==> src/design/rme_pkg.sv <==
// Shared types, constants and the microcode table of the register machine execute block.
package rme_pkg;

    localparam int WORD_W     = 32;
    localparam int OPC_LSB    = 28;
    localparam int RA_LSB     = 6;
    localparam int RB_LSB     = 3;
    localparam int RC_LSB     = 0;
    localparam int RIDX_W     = 3;
    localparam int IMM_REG_LSB = 25;
    localparam int IMM_W      = 25;
    localparam int RF_DEPTH   = 8;
    localparam int DIV_CNT_W  = 5;
    localparam int UPC_W      = 5;

    localparam logic [WORD_W-1:0] IMM_MASK = WORD_W'((1 << IMM_W) - 1);

    typedef logic [WORD_W-1:0] word_t;
    typedef logic [RIDX_W-1:0] ridx_t;
    typedef logic [UPC_W-1:0]  uaddr_t;

    typedef enum logic [3:0] {
        OP_ADD   = 4'd0,
        OP_SUB   = 4'd1,
        OP_MUL   = 4'd2,
        OP_DIV   = 4'd3,
        OP_HALT  = 4'd4,
        OP_OUT   = 4'd5,
        OP_IN    = 4'd6,
        OP_LOAD  = 4'd7,
        OP_STORE = 4'd8,
        OP_BR    = 4'd9,
        OP_BRZ   = 4'd10,
        OP_BRNZ  = 4'd11,
        OP_NAND  = 4'd12,
        OP_OR    = 4'd13,
        OP_MOVE  = 4'd14,
        OP_LDI   = 4'd15
    } opcode_t;

    localparam logic [1:0] FLT_NONE = 2'd0;
    localparam logic [1:0] FLT_DIVZ = 2'd1;
    localparam logic [1:0] FLT_ADDR = 2'd2;

    typedef struct packed {
        logic [WORD_W-1:0] instr_word;
        logic [WORD_W-1:0] io_in_value;
    } instr_data_t;

    typedef struct packed {
        logic [WORD_W-1:0] next_pc;
        logic              out_valid;
        logic [WORD_W-1:0] out_value;
        logic              halted_flag;
        logic [1:0]        fault_code;
    } result_data_t;

    typedef enum logic [0:0] { R1_NONE, R1_A } r1sel_t;

    typedef enum logic [3:0] {
        RES_NONE, RES_ADD, RES_SUB, RES_MUL, RES_DIV, RES_NAND,
        RES_OR, RES_MOVB, RES_IN, RES_MEM, RES_LDI
    } res_t;

    typedef enum logic [1:0] { W_NONE, W_A, W_C, W_IMM } wsel_t;
    typedef enum logic [1:0] { CHK_NONE, CHK_DIVZ, CHK_ADDR } chk_t;
    typedef enum logic [1:0] { M_NONE, M_RD, M_WR } memop_t;
    typedef enum logic [2:0] { PC_KEEP, PC_INC, PC_C, PC_AZ, PC_ANZ } pcsel_t;

    typedef struct packed {
        r1sel_t r1sel;
        res_t   res;
        wsel_t  wsel;
        chk_t   chk;
        memop_t mem;
        pcsel_t pcs;
        logic   div_go;
        logic   div_wait;
        logic   set_halt;
        logic   emit;
        logic   finish;
    } uword_t;

    localparam uword_t UW_NOP = '{r1sel: R1_NONE, res: RES_NONE, wsel: W_NONE,
                                  chk: CHK_NONE, mem: M_NONE, pcs: PC_KEEP,
                                  div_go: 1'b0, div_wait: 1'b0, set_halt: 1'b0,
                                  emit: 1'b0, finish: 1'b0};

    localparam uaddr_t UA_FETCH   = 5'd0;
    localparam uaddr_t UA_ADD     = 5'd1;
    localparam uaddr_t UA_SUB     = 5'd2;
    localparam uaddr_t UA_MUL1    = 5'd3;
    localparam uaddr_t UA_MUL2    = 5'd4;
    localparam uaddr_t UA_DIV1    = 5'd5;
    localparam uaddr_t UA_DIV2    = 5'd6;
    localparam uaddr_t UA_HALT    = 5'd7;
    localparam uaddr_t UA_OUT     = 5'd8;
    localparam uaddr_t UA_IN      = 5'd9;
    localparam uaddr_t UA_LD1     = 5'd10;
    localparam uaddr_t UA_LD2     = 5'd11;
    localparam uaddr_t UA_ST1     = 5'd12;
    localparam uaddr_t UA_ST2     = 5'd13;
    localparam uaddr_t UA_BR      = 5'd14;
    localparam uaddr_t UA_BRZ1    = 5'd15;
    localparam uaddr_t UA_BRZ2    = 5'd16;
    localparam uaddr_t UA_BRNZ1   = 5'd17;
    localparam uaddr_t UA_BRNZ2   = 5'd18;
    localparam uaddr_t UA_NAND    = 5'd19;
    localparam uaddr_t UA_OR      = 5'd20;
    localparam uaddr_t UA_MOVE    = 5'd21;
    localparam uaddr_t UA_LDI     = 5'd22;
    localparam uaddr_t UA_STOPPED = 5'd23;

    // Entry point of the routine for each opcode.
    function automatic uaddr_t dispatch(input opcode_t op);
        uaddr_t a;
        case (op)
            OP_ADD:   a = UA_ADD;
            OP_SUB:   a = UA_SUB;
            OP_MUL:   a = UA_MUL1;
            OP_DIV:   a = UA_DIV1;
            OP_HALT:  a = UA_HALT;
            OP_OUT:   a = UA_OUT;
            OP_IN:    a = UA_IN;
            OP_LOAD:  a = UA_LD1;
            OP_STORE: a = UA_ST1;
            OP_BR:    a = UA_BR;
            OP_BRZ:   a = UA_BRZ1;
            OP_BRNZ:  a = UA_BRNZ1;
            OP_NAND:  a = UA_NAND;
            OP_OR:    a = UA_OR;
            OP_MOVE:  a = UA_MOVE;
            OP_LDI:   a = UA_LDI;
            default:  a = UA_STOPPED;
        endcase
        return a;
    endfunction

    // Control store. Port 0 holds r[b] and port 1 holds r[c] after the fetch step,
    // unless a step rereads port 1 at a.
    function automatic uword_t ucode(input uaddr_t a);
        uword_t w;
        w = UW_NOP;
        case (a)
            UA_ADD:
            begin
                w.res = RES_ADD;  w.wsel = W_A; w.pcs = PC_INC; w.finish = 1'b1;
            end
            UA_SUB:
            begin
                w.res = RES_SUB;  w.wsel = W_A; w.pcs = PC_INC; w.finish = 1'b1;
            end
            UA_MUL1:
            begin
                w = UW_NOP;
            end
            UA_MUL2:
            begin
                w.res = RES_MUL;  w.wsel = W_A; w.pcs = PC_INC; w.finish = 1'b1;
            end
            UA_DIV1:
            begin
                w.chk = CHK_DIVZ; w.div_go = 1'b1;
            end
            UA_DIV2:
            begin
                w.div_wait = 1'b1;
                w.res = RES_DIV;  w.wsel = W_A; w.pcs = PC_INC; w.finish = 1'b1;
            end
            UA_HALT:
            begin
                w.set_halt = 1'b1; w.pcs = PC_INC; w.finish = 1'b1;
            end
            UA_OUT:
            begin
                w.emit = 1'b1; w.pcs = PC_INC; w.finish = 1'b1;
            end
            UA_IN:
            begin
                w.res = RES_IN; w.wsel = W_C; w.pcs = PC_INC; w.finish = 1'b1;
            end
            UA_LD1:
            begin
                w.chk = CHK_ADDR; w.mem = M_RD;
            end
            UA_LD2:
            begin
                w.res = RES_MEM; w.wsel = W_A; w.pcs = PC_INC; w.finish = 1'b1;
            end
            UA_ST1:
            begin
                w.chk = CHK_ADDR; w.r1sel = R1_A;
            end
            UA_ST2:
            begin
                w.mem = M_WR; w.pcs = PC_INC; w.finish = 1'b1;
            end
            UA_BR:
            begin
                w.pcs = PC_C; w.finish = 1'b1;
            end
            UA_BRZ1:
            begin
                w.r1sel = R1_A;
            end
            UA_BRZ2:
            begin
                w.pcs = PC_AZ; w.finish = 1'b1;
            end
            UA_BRNZ1:
            begin
                w.r1sel = R1_A;
            end
            UA_BRNZ2:
            begin
                w.pcs = PC_ANZ; w.finish = 1'b1;
            end
            UA_NAND:
            begin
                w.res = RES_NAND; w.wsel = W_A; w.pcs = PC_INC; w.finish = 1'b1;
            end
            UA_OR:
            begin
                w.res = RES_OR;   w.wsel = W_A; w.pcs = PC_INC; w.finish = 1'b1;
            end
            UA_MOVE:
            begin
                w.res = RES_MOVB; w.wsel = W_A; w.pcs = PC_INC; w.finish = 1'b1;
            end
            UA_LDI:
            begin
                w.res = RES_LDI;  w.wsel = W_IMM; w.pcs = PC_INC; w.finish = 1'b1;
            end
            UA_STOPPED:
            begin
                w.pcs = PC_KEEP; w.finish = 1'b1;
            end
            default:
            begin
                w = UW_NOP;
            end
        endcase
        return w;
    endfunction

endpackage

==> src/design/rme_div.sv <==
// Restoring unsigned divider that produces one quotient bit per cycle.
module rme_div (
    input  logic        clk,
    input  logic        rst_n,
    input  logic        start,
    input  logic [31:0] dividend,
    input  logic [31:0] divisor,
    output logic        busy,
    output logic [31:0] quotient
);
    import rme_pkg::*;

    localparam logic [DIV_CNT_W-1:0] CNT_LAST = DIV_CNT_W'(WORD_W - 1);

    logic                 busy_reg, busy_next;
    logic [DIV_CNT_W-1:0] cnt_reg, cnt_next;
    word_t                rem_reg, rem_next;
    word_t                quo_reg, quo_next;
    word_t                dvs_reg, dvs_next;
    logic [WORD_W:0]      shifted;
    logic [WORD_W:0]      diff;
    logic                 bit_set;

    always_comb
    begin
        shifted   = {rem_reg, quo_reg[WORD_W-1]};
        diff      = shifted - {1'b0, dvs_reg};
        bit_set   = ~diff[WORD_W];
        busy_next = busy_reg;
        cnt_next  = cnt_reg;
        rem_next  = rem_reg;
        quo_next  = quo_reg;
        dvs_next  = dvs_reg;
        if (start)
        begin
            busy_next = 1'b1;
            cnt_next  = '0;
            rem_next  = '0;
            quo_next  = dividend;
            dvs_next  = divisor;
        end
        else if (busy_reg)
        begin
            rem_next = bit_set ? diff[WORD_W-1:0] : shifted[WORD_W-1:0];
            quo_next = {quo_reg[WORD_W-2:0], bit_set};
            cnt_next = cnt_reg + 1'b1;
            if (cnt_reg == CNT_LAST)
            begin
                busy_next = 1'b0;
            end
        end
    end

    always_ff @(posedge clk or negedge rst_n)
    begin
        if (!rst_n)
        begin
            busy_reg <= 1'b0;
            cnt_reg  <= '0;
        end
        else
        begin
            busy_reg <= busy_next;
            cnt_reg  <= cnt_next;
        end
    end

    always_ff @(posedge clk)
    begin
        rem_reg <= rem_next;
        quo_reg <= quo_next;
        dvs_reg <= dvs_next;
    end

    assign busy     = busy_reg;
    assign quotient = quo_reg;

endmodule

==> config.mk <==
export PLATFORM = sky130hd
export DESIGN_NAME = rme_div
export DESIGN_NICKNAME = d
export VERILOG_FILES = /design/src/design/rme_pkg.sv /design/src/design/rme_div.sv
export SDC_FILE = /design/constraint.sdc
export NUM_CORES = 1
export LEC_CHECK = 0
export ABC_AREA = 0
export ABC_CLOCK_PERIOD_IN_PS = 6800
export BUFFER_PORTS_ARGS = -buffer_cell sky130_fd_sc_hd__buf_4
export CORE_ASPECT_RATIO = 1.2
export CORE_MARGIN = 3
export CORE_UTILIZATION = 51
export DETAILED_ROUTE_END_ITERATION = 8
export PLACE_DENSITY = 0.83
export SLEW_MARGIN = 15
export SYNTH_ARGS = -nofsm -noshare
export SYNTH_HDL_FRONTEND = slang
export SYNTH_SLANG_ARGS = --single-unit
==> constraint.sdc <==
create_clock -name clk -period 6.8 [get_ports clk]
set_clock_uncertainty 0.1 [all_clocks]
set_input_delay 0.68 -clock clk [delete_from_list [all_inputs] [get_ports clk]]
set_output_delay 0.68 -clock clk [all_outputs]
set_load 0.1 [all_outputs]
==> run summary, run 1 <==
status -> finished, final reports clean
RR Startpoint -> quotient[31]
Crit path arrival time -> 3620 ps
Std-Cell Rows -> 43
Chip Width -> 106 um
DR pass1 iterations -> 5
worst-margin pin slew -> 1110 ps
Lkg Pwr -> 3.00 nW
Worst-Skew Late Latency -> 360 ps
Final Hold Viols -> 0
RSZ-0062 raised after global routing -> false
fin crit share -> 50.9%
worst path cell trace -> inv_1, ha_1, fa_1, nand2b_1, a21oi_1, o211ai_2, o21ai_2, a221oi_4, xnor2_2, buf_4, nand2_1, a311oi_2
Slowest cell on crit path -> xnor2_2
via/cell ratio -> 5.88
CTS root buf -> clkbuf_16
DIE HEIGHT -> 126 um
Synth top area share -> 31.2%
DRC errors left -> 0
fin crit period -> 3460 ps
family with the most delay on the worst path -> compound AO/OA/AOI/OAI gates
FMAX -> 0.289 GHz
R2R setup slack -> 3340 ps
Post-CTS Hold Buffers -> 0
multiplexer area fraction after synthesis -> 6.32%
Post-synth EDFFs -> 64
library cells used by synthesis -> 69
Register-to-Register Path Depth -> 12
PD cells -> 336 mW/mm^2
Final Setup Violations -> 0
Ports -> 100
Compound-Gate Fraction of Synth Area -> 19.4%
area share of xor/xnor cells in the synthesized design -> 3.95%
CTS tree -> yes
HPWL after DPL -> 10700 um
global-route wire length before repair -> 24600 um
endpoint class of the critical path -> register
largest family of logic cells by synthesized area -> compound AO/OA/AOI/OAI gates
Vias -> 4974
setup TNS -> 0 ps
Worst R2R End -> rem_reg[3]
Tot GR Track Use -> 22.6%
Slew HR -> 26.2%
sequential share of the synthesized area -> 44.1%
Syn-to-layout area delta -> 18.2%
Peak supply drop -> 0.000192 V
synthesized flop and latch total -> 102
Bufs and invs on worst path -> 2
Layout Nets -> 786
crit path max fanout -> 18
most common cell after layout, fill and taps aside -> buf_4
Synth area leader -> edfxtp_1
CTS max path bufs -> 2
clk sinks -> 102
number of I/O port buffers -> 99
final WL -> 14800 um
count of pins over their slew limit -> 0
Final GP Congestion -> 0.898
Post-Syn Area -> 0.00615 mm^2
largest net degree at the start of global routing -> 56
post-cts sizing count -> 0
YS warnings -> 0
total CTS buffers -> 9
Data required, critical path -> 6960 ps
Post-Layout Inst Area -> 0.00727 mm^2
Routed wire per std cell -> 17.5 um
Post-Synthesis Cells -> 602
vias in the first global route -> 5149
CTS clk-pin slew, worst paths -> 70 ps
worst stage delay on the critical path -> 470 ps
Synth Area in Simple Gates -> 14.2%
Area contributors post-synth -> edfxtp_1, dfxtp_1, ha_1
Max H-tree Level -> 3
Core Area -> 0.0117 mm^2
Primary FF master, synth -> edfxtp_1
Post-synth ARST share -> 5.88%
Detailed Route Iter0 Violations -> 322
syn_area_per_cell -> 10.2 um^2
CP startpoint kind -> register
Hold Crit Class -> in -> async
layout cells sized above 1 -> 26.3%
initial antenna violation count -> 0
n_diodes -> 0
Crit Path Class -> reg -> reg
Tot Pwr -> 2.44 mW
Starting Density -> 52.7%
commonest cells after routing, fill and taps aside -> buf_4, nand2_1, edfxtp_1
adder-cell share of the synthesized area -> 7.24%
postcts setup bufs -> 0
max-cap violations -> 0
post-route ant nets -> 0
Area after DPL -> 0.00697 mm^2
grt ovf -> 0
Net Count, Synth -> 704
Die Area -> 0.0134 mm^2
==> worst reg2reg max path, cell delays in order (launching register included) <==
cell and delay (ps):
edfxtp_1 380, inv_1 70, ha_1 240, fa_1 390
nand2b_1 190, a21oi_1 250, o211ai_2 170, o21ai_2 240
a221oi_4 120, xnor2_2 470, buf_4 360, nand2_1 100
a311oi_2 300
==> report_power, final <==
group	total, mW	internal, mW	leakage (nW)	switching [mW]
Sequential	0.832	0.759	0.989	0.0730
Combinational	1.07	0.394	1.86	0.680
Clock	0.536	0.292	0.148	0.244
Total	2.44	1.44	3.00	0.997
==> cells in the mapped netlist, drive strengths merged, types with 2 or more instances <==
library cell,n
a211o,2
nand4,11
nor4,2
clkinv,2
a211oi,11
o21a,10
a221oi,2
a21o,6
and4,3
nor3,7
a311oi,18
dfxtp,32
ha,34
or3,6
xor2,11
nor2,40
mux2i,4
xnor2,15
o211ai,8
inv,38
dfrtp,6
o31ai,2
nand2b,8
o221ai,4
a21oi,35
o21ai,32
and2,3
nand3,18
o21bai,4
a32o,2
a32oi,5
buf,15
and3,7
nand2,66
o311ai,2
nor2b,4
mux2,31
clkbuf,16
edfxtp,64
==> through the flow <==
stage	setup WS, ps	hold slack (ps)	utilization (%)	std cells
4_1_cts	3370	5.03	62.3	846
2_1_floorplan	3280	284	-	602
3_5_place_dp	3410	392	59.7	830
6_report	3340	13.9	62.3	846
5_1_grt	3090	1.49	62.3	846
3_3_place_gp	3570	370	59.7	830
==> layout make-up <==
| type | count | area, um^2 |
|---|---|---|
| multi-input cells | 429 | 3140 |
| well taps | 157 | 196 |
| flip-flops and latches | 102 | 2710 |
| repair buffers | 102 | 766 |
| fillers | 934 | 4400 |
| clock inverters | 6 | 73.8 |
| clock buffers | 10 | 229 |
| inverters | 40 | 150 |
==> logic make-up (layout without fill, tap and decap cells) <==
group           after synthesis  in the layout
mux                          35             35
flops                       102            102
fa+ha+maj                    35             35
simple gates                181            181
buf+inv                      71            158
compound gates              152            152
xor+xnor                     26             26
==> worst max-delay path by stage <==
stage	from	endpoint	slack (ps)	cells after the start
floorplan	quotient[31]	rem_reg[25]	3280	12
global placement	dvs_reg[23]	rem_reg[12]	3570	11
detailed placement	quotient[31]	rem_reg[3]	3410	12
CTS	quotient[31]	rem_reg[3]	3370	12
global route	quotient[31]	rem_reg[3]	3090	12
finish	quotient[31]	rem_reg[3]	3340	12
==> per-layer routing <==
layer	vias up	global-route usage, %	wire, um
li1	2395	-	-
met3	33	6.16	1050
met5	-	0	0
met1	2360	27.7	6030
met4	0	6.94	345
met2	186	38.9	7410
(Power assumes the default switching activity.)
==> inputs of run 2 (changes only) <==
--- a/config.mk
+++ b/config.mk
@@ -6,13 +6,13 @@
 export NUM_CORES = 1
 export LEC_CHECK = 0
 export ABC_AREA = 0
-export ABC_CLOCK_PERIOD_IN_PS = 6800
+export ABC_CLOCK_PERIOD_IN_PS = 3150
 export BUFFER_PORTS_ARGS = -buffer_cell sky130_fd_sc_hd__buf_4
 export CORE_ASPECT_RATIO = 1.2
 export CORE_MARGIN = 3
 export CORE_UTILIZATION = 51
 export DETAILED_ROUTE_END_ITERATION = 8
-export PLACE_DENSITY = 0.83
+export PLACE_DENSITY = 0.86
 export SLEW_MARGIN = 15
 export SYNTH_ARGS = -nofsm -noshare
 export SYNTH_HDL_FRONTEND = slang
==> constraint.sdc (replaced) <==
create_clock -name clk -period 3.15 [get_ports clk]
set_clock_uncertainty 0.1 [all_clocks]
set_input_delay 0.315 -clock clk [delete_from_list [all_inputs] [get_ports clk]]
set_output_delay 0.315 -clock clk [all_outputs]
set_load 0.1 [all_outputs]
==> run summary, run 2 (same netlist as run 1, synthesis figures left out) <==
DRC errors left -> 0
via/cell ratio -> 5.83
P_int -> 3.11 mW
Hold Crit Class -> in -> reg
Syn-to-layout area delta -> 20.7%
Die Area -> 0.0134 mm^2
Std-Cell Rows -> 43
Final GP Congestion -> 0.980
largest net degree at the start of global routing -> 86
Slew HR -> 59.9%
Crit Path Class -> reg -> reg
Sw Pwr -> 2.20 mW
Final Hold Viols -> 0
layout cells sized above 1 -> 28.8%
most common cell after layout, fill and taps aside -> buf_4
DIE HEIGHT -> 126 um
Hold WS -> 24.4 ps
Data required, critical path -> 3300 ps
Starting Density -> 52.7%
PD cells -> 714 mW/mm^2
Final Setup Violations -> 0
crit path max fanout -> 16
Ports -> 100
commonest cells after routing, fill and taps aside -> buf_4, edfxtp_1, nand2_1
CTS clk-pin slew, worst paths -> 80 ps
endpoint class of the critical path -> register
clock share of power -> 20.9%
fin crit period -> 2950 ps
Area after DPL -> 0.00713 mm^2
Tot Pwr -> 5.31 mW
Chip Width -> 106 um
CTS max path bufs -> 2
Max H-tree Level -> 3
HPWL after DPL -> 11000 um
total CTS buffers -> 9
Tot GR Track Use -> 22.8%
post-route ant nets -> 0
FMAX -> 0.339 GHz
Post-Layout Inst Area -> 0.00743 mm^2
worst-margin pin slew -> 601 ps
Comb pwr share -> 45.3%
Routed wire per std cell -> 17.4 um
RSZ-0062 raised after global routing -> false
Worst-Skew Late Latency -> 360 ps
DR pass1 iterations -> 5
Flop pwr share -> 33.9%
Layout Nets -> 803
count of pins over their slew limit -> 0
Detailed Route Iter0 Violations -> 288
Lkg Pwr -> 3.08 nW
final WL -> 15100 um
initial antenna violation count -> 0
CP startpoint kind -> register
n_diodes -> 0
grt ovf -> 0
Vias -> 5030
CTS tree -> yes
Core Area -> 0.0117 mm^2
global-route wire length before repair -> 24800 um
fin crit share -> 93.7%
number of I/O port buffers -> 99
Peak supply drop -> 0.000475 V
vias in the first global route -> 5233
Crit path arrival time -> 3100 ps
max-cap violations -> 0
status -> finished, final reports clean
switching share of power -> 41.4%
CTS root buf -> clkbuf_16
clk sinks -> 102
-- run 2: changes by cell type in the layout (fill, tap and decap cells not counted), moves of 2 or more --
cell / previous run / this run
o21ai_0: 24 / 22
nand2_1: 65 / 63
buf_4: 102 / 117
nand2_2: 1 / 3
-- run 2: path summary, 6_finish.rpt --
| kind | to | from | cells past startpoint | slack [ps] |
|---|---|---|---|---|
| hold reg to reg | rem_reg[8] | rem_reg[8] | 2 | 400 |
| setup / recovery | rem_reg[1] | quotient[31] | 12 | 200 |
| setup reg to reg | rem_reg[1] | quotient[31] | 12 | 200 |
| min in group asynchronous | cnt_reg[4] | rst_n | 2 | 200 |
| max in group asynchronous | busy | rst_n | 2 | 2620 |
| hold / removal | dvs_reg[20] | divisor[20] | 1 | 20 |
-- run 2: power groups by stage --
stage                     logic [mW]  registers (mW)  clock network (mW)
after global placement          2.30            1.81                   0
after global routing            2.60            1.82                1.17
final                           2.40            1.80                1.11
after CTS                       2.38            1.79                1.13
after detailed placement        2.36            1.82                   0
after floorplan                 1.52            2.12                   0
-- run 2: worst max-delay path, cell delays in order (launching register included) --
cell	delay, ps
edfxtp_1	440
inv_1	90
ha_2	180
fa_2	200
nand2b_4	140
a21oi_2	80
o211ai_2	250
o21ai_2	120
a221oi_4	390
xor2_2	240
buf_4	260
nand2_1	70
a32o_1	250
-- run 2: layer usage --
metal	up-vias	GRT usage (%)	wire [um]
met1	2403	26.5	6080
met3	25	5.95	961
met2	174	40.8	7740
li1	2428	-	-
met5	-	0	0
met4	0	7.62	275
-- run 2: layout make-up --
class                           instances  area, um^2
Multi-Input combinational cell        429        3170
Fill cell                             915        4250
Inverter                               40         150
Tap cell                              157         196
Sequential cell                       102        2710
Clock inverter                          6        62.6
Timing Repair Buffer                  119         908
Clock buffer                           10         229
-- run 2: stage by stage --
step	setup slack (ps)	TNS (ps)	instances	utilization [%]
after CTS	220	0	863	63.6
after floorplan	-227	-4090	602	-
after global placement	330	0	846	61.0
after detailed placement	247	0	846	61.0
after global routing	14.5	0	863	63.6
final	198	0	863	63.6
-- run 2: timing repair --
| item | 4_1_cts | 5_1_grt |
|---|---|---|
| hold endpoints to repair | 6 | 0 |
| endpoints found under the setup margin | 0 | 0 |
| hold buffers | 1 | 0 |
| buffers inserted | 0 | 0 |
| resized for setup | 0 | 0 |
==> inputs of run 3 (changes only) <==
--- a/config.mk
+++ b/config.mk
@@ -7,9 +7,9 @@
 export LEC_CHECK = 0
 export ABC_AREA = 0
 export ABC_CLOCK_PERIOD_IN_PS = 3150
-export BUFFER_PORTS_ARGS = -buffer_cell sky130_fd_sc_hd__buf_4
+export BUFFER_PORTS_ARGS = -buffer_cell sky130_fd_sc_hd__buf_2
 export CORE_ASPECT_RATIO = 1.2
-export CORE_MARGIN = 3
+export CORE_MARGIN = 2
 export CORE_UTILIZATION = 51
 export DETAILED_ROUTE_END_ITERATION = 8
 export PLACE_DENSITY = 0.86
==> run summary, run 3 (same netlist as run 1, synthesis figures left out) <==
total CTS buffers -> 9
DIE HEIGHT -> 124 um
Slew HR -> 45.5%
CTS root buf -> clkbuf_16
most common cell after layout, fill and taps aside -> buf_2
Hold WS -> 20.3 ps
layout cells sized above 1 -> 28.6%
Worst-Skew Late Latency -> 360 ps
Starting Density -> 52.7%
final std cells w/o fill -> 860
Peak supply drop -> 0.000517 V
DRC errors left -> 0
Crit Path Class -> reg -> reg
Slowest cell on crit path -> edfxtp_1
Ports -> 100
commonest cells after routing, fill and taps aside -> buf_2, edfxtp_1, nand2_1
post-route ant nets -> 0
CTS max path bufs -> 2
Core Area -> 0.0117 mm^2
endpoint class of the critical path -> register
Tot GR Track Use -> 23.6%
Final Setup Violations -> 0
RSZ-0062 raised after global routing -> false
DP Worst Slack -> 233 ps
Crit path arrival time -> 3120 ps
Max H-tree Level -> 3
Lkg Pwr -> 2.99 nW
grt ovf -> 0
HPWL after DPL -> 11100 um
WP depth -> 12
Post-Layout Inst Area -> 0.00716 mm^2
Hold Crit Class -> in -> reg
CTS clk-pin slew, worst paths -> 80 ps
Data required, critical path -> 3320 ps
via/cell ratio -> 5.90
Area after DPL -> 0.00685 mm^2
status -> finished, final reports clean
family with the most delay on the worst path -> compound AO/OA/AOI/OAI gates
PD cells -> 734 mW/mm^2
Filler cells -> 930
Die Area -> 0.0130 mm^2
CP startpoint kind -> register
fin crit period -> 2950 ps
Final Hold Viols -> 0
Routed wire per std cell -> 17.6 um
number of I/O port buffers -> 99
worst path cell trace -> inv_1, ha_2, fa_2, nand2b_4, a21oi_2, o211ai_2, o21ai_2, a221oi_4, xnor2_2, buf_4, nand2_1, a311oi_2
Layout Nets -> 800
Hold Path Cell Cnt -> 1
Register-to-Register Path Depth -> 12
worst-margin pin slew -> 815 ps
Detailed Route Iter0 Violations -> 307
worst stage delay on the critical path -> 370 ps
largest net degree at the start of global routing -> 37
post-route setup slack -> 196 ps
final WL -> 15100 um
count of pins over their slew limit -> 0
final core utilization -> 61.3%
FMAX -> 0.338 GHz
Bufs and invs on worst path -> 2
fin crit share -> 93.8%
DR pass1 iterations -> 5
clk sinks -> 102
Vias -> 5070
initial antenna violation count -> 0
vias in the first global route -> 5138
Tot Pwr -> 5.25 mW
CTS tree -> yes
global-route wire length before repair -> 24800 um
crit path max fanout -> 12
placed insts -> 843
post-cts sizing count -> 0
n_diodes -> 0
Std-Cell Rows -> 43
Chip Width -> 104 um
max-cap violations -> 0
Final GP Congestion -> 1.00
Syn-to-layout area delta -> 16.4%
setup TNS -> 0 ps
[run 3: cell count changes in the layout (fill, tap and decap cells not counted), sizes merged]
cell	previous run	this run
inv	42	41
clkinv	4	6
buf	118	115
clkbuf	10	9
[run 3: final cells by class]
cell class              count  area [um^2]  area share, %
clock buffers               9          225           3.15
clock inverters             7         77.6           1.08
inverters                  40          150           2.10
multi-input cells         429         3170           44.2
flip-flops and latches    102         2710           37.9
well taps                 157          196           2.74
repair buffers            116          628           8.77
[run 3: path summary, 6_finish.rpt]
check	start	to	slack, ps
setup / recovery	quotient[31]	rem_reg[5]	200
hold / removal	divisor[21]	dvs_reg[21]	20
setup reg to reg	quotient[31]	rem_reg[5]	200
hold reg to reg	rem_reg[15]	rem_reg[15]	410
max in group asynchronous	rst_n	busy	2600
min in group asynchronous	rst_n	cnt_reg[3]	200
[run 3: where the power goes]
part / leakage [nW] / total, mW / internal [mW] / switching (mW)
sequential: 0.989 / 1.80 / 1.64 / 0.158
clock: 0.149 / 1.12 / 0.564 / 0.560
combinational: 1.85 / 2.33 / 0.847 / 1.49
total: 2.99 / 5.25 / 3.05 / 2.21
[run 3: repair_timing]
item | CTS | global route
buffers inserted | 0 | 0
hold buffers | 1 | 0
endpoints found under the hold margin | 6 | 0
[run 3: per-layer routing]
layer	vias to the layer above	global-route usage [%]	wire length [um]
met5	-	0	0
met4	0	8.03	274
met3	30	4.81	932
met2	200	43.1	7810
met1	2416	27.3	6130
li1	2424	-	-
